===== src/sv/length_prefixed_command_deframer_assert.svh =====
// Assertion macros for the length-prefixed command deframer.
// Used by the top level only; no other dependencies.
`ifndef LENGTH_PREFIXED_COMMAND_DEFRAMER_ASSERT_SVH
`define LENGTH_PREFIXED_COMMAND_DEFRAMER_ASSERT_SVH

// Same-cycle implication, checked outside reset.
`define LPCD_ASSERT_NOW(label, clk, rst_n, ante, cons) \
  label: assert property (@(posedge clk) disable iff (!rst_n) (ante) |-> (cons)) \
    else $error("lpcd same-cycle check failed");

// Next-cycle implication, checked outside reset.
`define LPCD_ASSERT_NEXT(label, clk, rst_n, ante, cons) \
  label: assert property (@(posedge clk) disable iff (!rst_n) (ante) |=> (cons)) \
    else $error("lpcd next-cycle check failed");

`endif


===== src/sv/lpcd_pkg.sv =====
// Shared types and constants for the length-prefixed command deframer.
// No dependencies.
package lpcd_pkg;

  localparam int unsigned MaxPayloadDefault = 60;
  localparam int unsigned HdrLen            = 4;
  localparam int unsigned CmdLen            = 8;
  localparam int unsigned LenW              = 6;
  localparam logic [7:0]  CmdTypeReset      = 8'd1;

  typedef struct packed {
    logic [15:0]        packet_number;
    logic [7:0]         packet_type;
    logic [LenW-1:0]    payload_length;
    logic               is_command;
    logic               target_slot;
    logic               active_slot;
    logic signed [15:0] gimbal_x;
    logic signed [15:0] gimbal_y;
    logic [7:0]         motor0_speed;
    logic [7:0]         motor1_speed;
  } lpcd_result_t;

  typedef struct packed {
    logic            in_payload;
    logic [LenW-1:0] byte_count;
    logic [LenW-1:0] payload_len;
  } lpcd_status_t;

endpackage


===== src/sv/length_prefixed_command_deframer.sv =====
// Top level of the length-prefixed command deframer.
// Depends on lpcd_pkg, lpcd_parser, lpcd_out_buf and the assertion header.
//
// Usage: received bytes enter one request at a time on in_rx_byte with
// in_valid/in_ready. Each packet is a 4-byte header (packet number low and
// high, type, length) followed by min(length, MAX_PAYLOAD) payload bytes.
// When a packet completes (on its last payload byte, or on the header's
// length byte when the clamped length is zero) one result request appears
// on the out_ channel with out_valid/out_ready.
// Each result is registered, in the skid register while another waits.
// Throughput: one byte per cycle while in_ready is high.
// A result register plus one skid register let a byte be taken while a
// result waits; in_ready drops only when both hold results, and rises
// again as soon as the receiver takes one.
// The command type code is written through cfg_valid/cfg_ready (always
// high); the user must write it only while idle; the block does no check.
// Reset (synchronous, rst_n low) returns to header capture, clears the
// eight-byte command store and sets the command type code to 1.
module length_prefixed_command_deframer
  import lpcd_pkg::*;
#(
  parameter int unsigned MAX_PAYLOAD = MaxPayloadDefault
) (
  input  logic                clk,
  input  logic                rst_n,
  input  logic                in_valid,
  output logic                in_ready,
  input  logic [7:0]          in_rx_byte,
  input  logic                cfg_valid,
  output logic                cfg_ready,
  input  logic [7:0]          cfg_command_type_code,
  output logic                out_valid,
  input  logic                out_ready,
  output logic [15:0]         out_packet_number,
  output logic [7:0]          out_packet_type,
  output logic [LenW-1:0]     out_payload_length,
  output logic                out_is_command,
  output logic                out_target_slot,
  output logic                out_active_slot,
  output logic signed [15:0]  out_gimbal_x,
  output logic signed [15:0]  out_gimbal_y,
  output logic [7:0]          out_motor0_speed,
  output logic [7:0]          out_motor1_speed
);

`include "length_prefixed_command_deframer_assert.svh"

  logic         in_fire;
  logic         res_valid;
  lpcd_result_t res;
  lpcd_result_t out_data;
  lpcd_status_t status;
  logic [7:0]   cmd_type_r;

  // The configuration register accepts a write every cycle.
  assign cfg_ready = 1'b1;

  always_ff @(posedge clk) begin
    if (!rst_n) begin
      cmd_type_r <= CmdTypeReset;
    end else if (cfg_valid) begin
      cmd_type_r <= cfg_command_type_code;
    end
  end

  assign in_fire = in_valid && in_ready;

  lpcd_parser #(
    .MAX_PAYLOAD(MAX_PAYLOAD)
  ) u_parser (
    .clk              (clk),
    .rst_n            (rst_n),
    .byte_valid       (in_fire),
    .rx_byte          (in_rx_byte),
    .command_type_code(cmd_type_r),
    .res_valid        (res_valid),
    .res              (res),
    .status           (status)
  );

  lpcd_out_buf u_out_buf (
    .clk       (clk),
    .rst_n     (rst_n),
    .push_valid(res_valid),
    .push_data (res),
    .space     (in_ready),
    .pop_valid (out_valid),
    .pop_ready (out_ready),
    .pop_data  (out_data)
  );

  assign out_packet_number  = out_data.packet_number;
  assign out_packet_type    = out_data.packet_type;
  assign out_payload_length = out_data.payload_length;
  assign out_is_command     = out_data.is_command;
  assign out_target_slot    = out_data.target_slot;
  assign out_active_slot    = out_data.active_slot;
  assign out_gimbal_x       = out_data.gimbal_x;
  assign out_gimbal_y       = out_data.gimbal_y;
  assign out_motor0_speed   = out_data.motor0_speed;
  assign out_motor1_speed   = out_data.motor1_speed;

  // A completed packet must be held in the output or skid register.
  `LPCD_ASSERT_NEXT(a_result_lands, clk, rst_n, in_fire && res_valid, out_valid)
  // Input is held off only when the output side holds a pending result.
  `LPCD_ASSERT_NOW(a_stall_has_result, clk, rst_n, !in_ready, out_valid)
  // Header capture never counts past the fourth byte.
  `LPCD_ASSERT_NOW(a_hdr_count, clk, rst_n, !status.in_payload,
                   status.byte_count < LenW'(HdrLen))
  // In the payload the count stays below the clamped length.
  `LPCD_ASSERT_NOW(a_pay_count, clk, rst_n, status.in_payload,
                   (status.byte_count < status.payload_len) &&
                   (status.payload_len <= LenW'(MAX_PAYLOAD)))

endmodule


===== src/sv/lpcd_parser.sv =====
// Framing state machine of the deframer: header capture, payload count,
// command store and result decode. Depends on lpcd_pkg.
module lpcd_parser
  import lpcd_pkg::*;
#(
  parameter int unsigned MAX_PAYLOAD = MaxPayloadDefault
) (
  input  logic         clk,
  input  logic         rst_n,
  input  logic         byte_valid,
  input  logic [7:0]   rx_byte,
  input  logic [7:0]   command_type_code,
  output logic         res_valid,
  output lpcd_result_t res,
  output lpcd_status_t status
);

  localparam logic [7:0]      MaxByte = 8'(MAX_PAYLOAD);
  localparam logic [LenW-1:0] MaxLen  = LenW'(MAX_PAYLOAD);

  logic                   in_payload_r, in_payload_nxt;
  logic [LenW-1:0]        count_r, count_nxt;
  logic [7:0]             hdr_r [3];
  logic [LenW-1:0]        len_r, len_nxt;
  logic [7:0]             cmd_r [CmdLen];
  logic [7:0]             cmd_nxt [CmdLen];
  logic [LenW-1:0]        clamped_len;
  logic [LenW-1:0]        count_inc;

  assign clamped_len = (rx_byte > MaxByte) ? MaxLen : rx_byte[LenW-1:0];
  assign count_inc   = count_r + LenW'(1);

  always_comb begin
    in_payload_nxt = in_payload_r;
    count_nxt      = count_r;
    len_nxt        = len_r;
    res_valid      = 1'b0;
    for (int i = 0; i < CmdLen; i++) begin
      cmd_nxt[i] = cmd_r[i];
    end
    if (byte_valid) begin
      if (!in_payload_r) begin
        if (count_r == LenW'(HdrLen - 1)) begin
          count_nxt = '0;
          len_nxt   = clamped_len;
          if (clamped_len == '0) begin
            res_valid = 1'b1;
          end else begin
            in_payload_nxt = 1'b1;
          end
        end else begin
          count_nxt = count_inc;
        end
      end else begin
        if (count_r < LenW'(CmdLen)) begin
          cmd_nxt[count_r[$clog2(CmdLen)-1:0]] = rx_byte;
        end
        if (count_inc >= len_r) begin
          count_nxt      = '0;
          in_payload_nxt = 1'b0;
          res_valid      = 1'b1;
        end else begin
          count_nxt = count_inc;
        end
      end
    end
  end

  // Decode from the store as it stands after this byte.
  always_comb begin
    res                = '0;
    res.packet_number  = {hdr_r[1], hdr_r[0]};
    res.packet_type    = hdr_r[2];
    res.payload_length = len_nxt;
    res.is_command     = (hdr_r[2] == command_type_code);
    if (res.is_command) begin
      res.target_slot  = cmd_nxt[0][0];
      res.active_slot  = cmd_nxt[0][1];
      res.gimbal_x     = {cmd_nxt[2], cmd_nxt[1]};
      res.gimbal_y     = {cmd_nxt[4], cmd_nxt[3]};
      res.motor0_speed = cmd_nxt[5];
      res.motor1_speed = cmd_nxt[6];
    end
  end

  assign status.in_payload  = in_payload_r;
  assign status.byte_count  = count_r;
  assign status.payload_len = len_r;

  always_ff @(posedge clk) begin
    if (!rst_n) begin
      in_payload_r <= 1'b0;
      count_r      <= '0;
      len_r        <= '0;
      for (int i = 0; i < CmdLen; i++) begin
        cmd_r[i] <= '0;
      end
    end else begin
      in_payload_r <= in_payload_nxt;
      count_r      <= count_nxt;
      len_r        <= len_nxt;
      for (int i = 0; i < CmdLen; i++) begin
        cmd_r[i] <= cmd_nxt[i];
      end
    end
  end

  // Header bytes are always rewritten before they are used.
  always_ff @(posedge clk) begin
    if (byte_valid && !in_payload_r && (count_r < LenW'(HdrLen - 1))) begin
      hdr_r[count_r[1:0]] <= rx_byte;
    end
  end

endmodule


===== src/sv/lpcd_out_buf.sv =====
// Result register with a skid stage for the deframer output channel.
// Depends on lpcd_pkg.
module lpcd_out_buf
  import lpcd_pkg::*;
(
  input  logic         clk,
  input  logic         rst_n,
  input  logic         push_valid,
  input  lpcd_result_t push_data,
  output logic         space,
  output logic         pop_valid,
  input  logic         pop_ready,
  output lpcd_result_t pop_data
);

  logic         main_valid_r, main_valid_nxt;
  logic         skid_valid_r, skid_valid_nxt;
  lpcd_result_t main_r, main_nxt;
  lpcd_result_t skid_r, skid_nxt;
  logic         pop_fire;

  assign space     = !skid_valid_r;
  assign pop_valid = main_valid_r;
  assign pop_data  = main_r;
  assign pop_fire  = main_valid_r && pop_ready;

  always_comb begin
    main_valid_nxt = main_valid_r;
    skid_valid_nxt = skid_valid_r;
    main_nxt       = main_r;
    skid_nxt       = skid_r;
    if (skid_valid_r) begin
      if (pop_fire) begin
        main_nxt       = skid_r;
        skid_valid_nxt = 1'b0;
      end
    end else if (!main_valid_r || pop_fire) begin
      main_valid_nxt = push_valid;
      if (push_valid) begin
        main_nxt = push_data;
      end
    end else if (push_valid) begin
      skid_valid_nxt = 1'b1;
      skid_nxt       = push_data;
    end
  end

  always_ff @(posedge clk) begin
    if (!rst_n) begin
      main_valid_r <= 1'b0;
      skid_valid_r <= 1'b0;
    end else begin
      main_valid_r <= main_valid_nxt;
      skid_valid_r <= skid_valid_nxt;
    end
  end

  always_ff @(posedge clk) begin
    main_r <= main_nxt;
    skid_r <= skid_nxt;
  end

endmodule

===== config.mk =====
export PLATFORM = sky130hd
export DESIGN_NAME = length_prefixed_command_deframer
export DESIGN_NICKNAME = d
export VERILOG_FILES = /design/src/sv/lpcd_pkg.sv /design/src/sv/length_prefixed_command_deframer.sv /design/src/sv/lpcd_parser.sv /design/src/sv/lpcd_out_buf.sv
export VERILOG_INCLUDE_DIRS = /design/src /design/src/sv
export SDC_FILE = /design/constraint.sdc
export NUM_CORES = 1
export LEC_CHECK = 0
export BUFFER_PORTS_ARGS = -buffer_cell sky130_fd_sc_hd__buf_2
export CAP_MARGIN = 0
export CORE_MARGIN = 8
export CORE_UTILIZATION = 55
export DETAILED_ROUTE_END_ITERATION = 7
export PLACE_DENSITY = 0.78
export SYNTH_ARGS = -nofsm -noshare
export SYNTH_HDL_FRONTEND = slang
export SYNTH_SLANG_ARGS = --single-unit

===== constraint.sdc =====
create_clock -name clk -period 10.5 [get_ports clk]
set_input_delay 0.525 -clock clk [delete_from_list [all_inputs] [get_ports clk]]
set_output_delay 0.525 -clock clk [all_outputs]
set_load 0.01 [all_outputs]

==> run summary <==
Max-Cap Viols = 0
top-area cell type share of the netlist area = 0.556
FF-to-FF End = u_out_buf.skid_r[5]$_DFFE_PP_
Fin Clk Skew = 0.0212 ns
CP max FO = 46
Max VDD drop = 0.175 mV
Detailed Place HPWL = 12600 um
Area growth syn-to-layout = 15.1%
CP Class = register to register
Post-Syn Nets = 778
clk slew on worst S/H paths = 0.06 ns
most frequent cells in the layout = 186 x edfxtp_1, 103 x buf_2, 72 x dfxtp_1
IO buf count = 103
clock group share of total power = 0.435
Leak = 4.15 nW
Seq pwr share = 0.541
crit path launch = u_parser.count_r[0]$_SDFFE_PN0P_
P_sw = 0.407 mW
FP Rows = 49
TritonCTS Sinks = 259
Initial Utilization = 0.559
clk root buf = clkbuf_16
Post-CTS Setup Inserts = 0
Via Count = 5984
largest net degree at the start of global routing = 79
YS warnings = 0
first-pass GRT wire length = 32900 um
outcome = finished, final reports clean
NumNets Final = 870
Clk Latency, worst-skew pair = 0.53 ns
biggest area consumer among synthesized cells = edfxtp_1
post-synthesis simple-gate area fraction = 0.120
most common cell after layout, fill and taps aside = edfxtp_1
total power = 2.04 mW
Hold-fix buffers, CTS = 0
placed instance count = 1040
core box area = 18000 um2
Reg2Reg Depth = 9
proportion of layout cells with a drive suffix above 1 = 0.218
Worst Setup Start Kind = register
Antenna Nets Post-Route = 0
vias in the first global route = 5973
die area = 22800 um2
RSZ-0062 raised after global routing = no
Total Wirelength = 21200 um
Routed wire per std cell = 19.5 um
DR iter-0 viols = 394
Max-slew headroom = 0.227
Slew @ Worst Pin = 1.16 ns
ys flop type = edfxtp_1
EDFF count, synth = 186
Compound-Gate Fraction of Synth Area = 0.0444
CP arrival = 3.88 ns
Data required, critical path = 10.64 ns
main area contributors after synthesis = edfxtp_1 56%, dfxtp_1 15%, mux2i_1 5.8%
routability congestion estimate from global placement = 0.851
fill count = 1352
count of final max-slew check failures = 0
Hold Vio Cnt, Final = 0
CTS tree = built
Worst Hold Class = primary input to register
H-tree depth = 1
Synth cell types = 48
Layout Cells excl Fill = 1088
Async SR Flop Fraction = 0
Sw Ratio = 0.200
vias per cell = 5.50
Syn Inst Count = 747
Die X-Extent = 151 um
mux contribution to synthesized area = 0.0870
pwr dens = 176 nW/um2
Tot GR Track Use = 0.185
initial antenna violation count = 0
worst r2r src = u_parser.count_r[0]$_SDFFE_PN0P_
clock tree buffer depth = 3
Period Utilization, post-route = 0.356
Setup TNS = 0 ns
min Tclk post-route = 3.73 ns
sequential share of the synthesized area = 0.702
diode count = 0
Final Setup Violations = 0
Int Power = 1.63 mW
critical path capture point type = register
Comb pwr share = 0.025
Post-Synth XOR/XNOR Area = 0.0105
GRT Residual Overflow = 0
CP Capture Point = u_out_buf.skid_r[5]$_DFFE_PP_
DRC Markers = 0
fmax = 268 MHz
clock buffer count from CTS = 26
#FFs+latches synth = 259
First-pass DRT Iterations = 5
IO Pins = 105
largest family of logic cells by synthesized area = simple AND/OR/NAND/NOR gates
Mapped Area = 10000 um2
reg2reg setup slack = 6.77 ns
Synth Area in Adders = 0.0125
chip height = 151 um
Post-Syn Area per Cell = 13.4 um2
post-cts sizing count = 0
-- layer usage --
layer,vias to the layer above,routed length [um],global-route usage
li1,2821,-,-
met1,2954,9340,0.246
met2,175,10100,0.311
met3,34,1320,0.0305
met4,0,396,0.0455
met5,-,0,0
-- area by class of cell --
class                      count  area (um2)  area share
sequential                   259        7050       0.610
multi-input combinational    429        2780       0.241
clock buffer                  37         743      0.0643
timing repair buffer         109         561      0.0485
tap                          229         287      0.0248
clock inverter                11        86.3     0.00747
inverter                      14        52.6     0.00455
-- synthesized netlist by cell type (2+ instances only) --
cell type,instances
buf_2,5
clkbuf_1,35
dfxtp_1,73
a21oi_1,7
and2_1,5
xor2_1,9
mux2i_1,58
nor4_1,3
o21ai_1,16
xnor2_1,3
edfxtp_1,186
inv_1,14
nand3_1,13
nor3_4,2
nor2_1,62
mux2_2,26
ha_1,10
nor2b_1,62
nor3b_1,2
o21ai_0,46
and3_1,2
nand2_1,72
o21a_1,2
a21o_1,2
nor3_1,6
nand3b_1,2
buf_1,3
-- critical path, cell delays in order (launching register included) --
cell and delay (ns):
dfxtp_1 0.61, ha_1 0.44, nand3_1 0.14, xnor2_1 0.17, ha_1 0.31, nand3_1 0.07, o21ai_0 0.54, a21oi_1 0.25
nor3b_2 0.23, buf_4 0.56
-- power groups by stage --
stage                     Combinational [mW]  Clock (mW)  Sequential, mW
after floorplan                       0.0331           0            1.12
after global placement                0.0500           0            1.12
after detailed placement              0.0504           0            1.12
after CTS                             0.0510       0.901            1.10
after global routing                  0.0547       0.939            1.10
final                                 0.0506       0.886            1.10
-- worst min path at each step --
stage | to | slack (ns) | cells past startpoint | from
2_1_floorplan | u_out_buf.skid_r[65]$_DFFE_PP_ | 0.42 | 0 | u_parser.hdr_r[0][0]$_DFFE_PP_
3_3_place_gp | u_out_buf.skid_r[73]$_DFFE_PP_ | 0.43 | 0 | u_parser.hdr_r[1][0]$_DFFE_PP_
3_5_place_dp | u_out_buf.skid_r[65]$_DFFE_PP_ | 0.43 | 0 | u_parser.hdr_r[0][0]$_DFFE_PP_
4_1_cts | cmd_type_r[0]$_SDFFE_PN1P_ | 0.22 | 3 | cfg_command_type_code[0]
5_1_grt | cmd_type_r[0]$_SDFFE_PN1P_ | 0.23 | 3 | cfg_command_type_code[0]
6_report | cmd_type_r[0]$_SDFFE_PN1P_ | 0.23 | 3 | cfg_command_type_code[0]
-- logic make-up after synthesis --
kind of cell | after synthesis
DFF | 259
xor gates and xnor gates | 12
adders and majority gates | 10
buffers and inverters | 59
AOI/OAI and AO/OA | 82
other | 1
and+or+nand+nor | 240
muxes | 84
-- stage by stage --
step / setup slack (ns) / instance area (um2) / hold slack [ns] / util
CTS: 6.80 / 11600 / 0.223 / 0.644
floorplan: 1.95 / 10000 / 0.422 / -
global placement: 6.90 / 10700 / 0.428 / 0.597
global route: 6.59 / 11600 / 0.234 / 0.644
detailed placement: 6.83 / 10700 / 0.435 / 0.597
finish: 6.77 / 11600 / 0.230 / 0.644
-- sequential cells by signal (all words and copies together), names as in the netlist --
register and count:
cmd_type_r 8, u_out_buf.skid_r 81, u_parser.len_r 6, u_parser.hdr_r 24, u_parser.in_payload_r 1, u_parser.cmd_r 50
u_out_buf.pop_data 81, u_parser.count_r 6, u_out_buf.skid_valid_r 1, u_out_buf.pop_valid 1
Power figures use the tool's default switching activity.
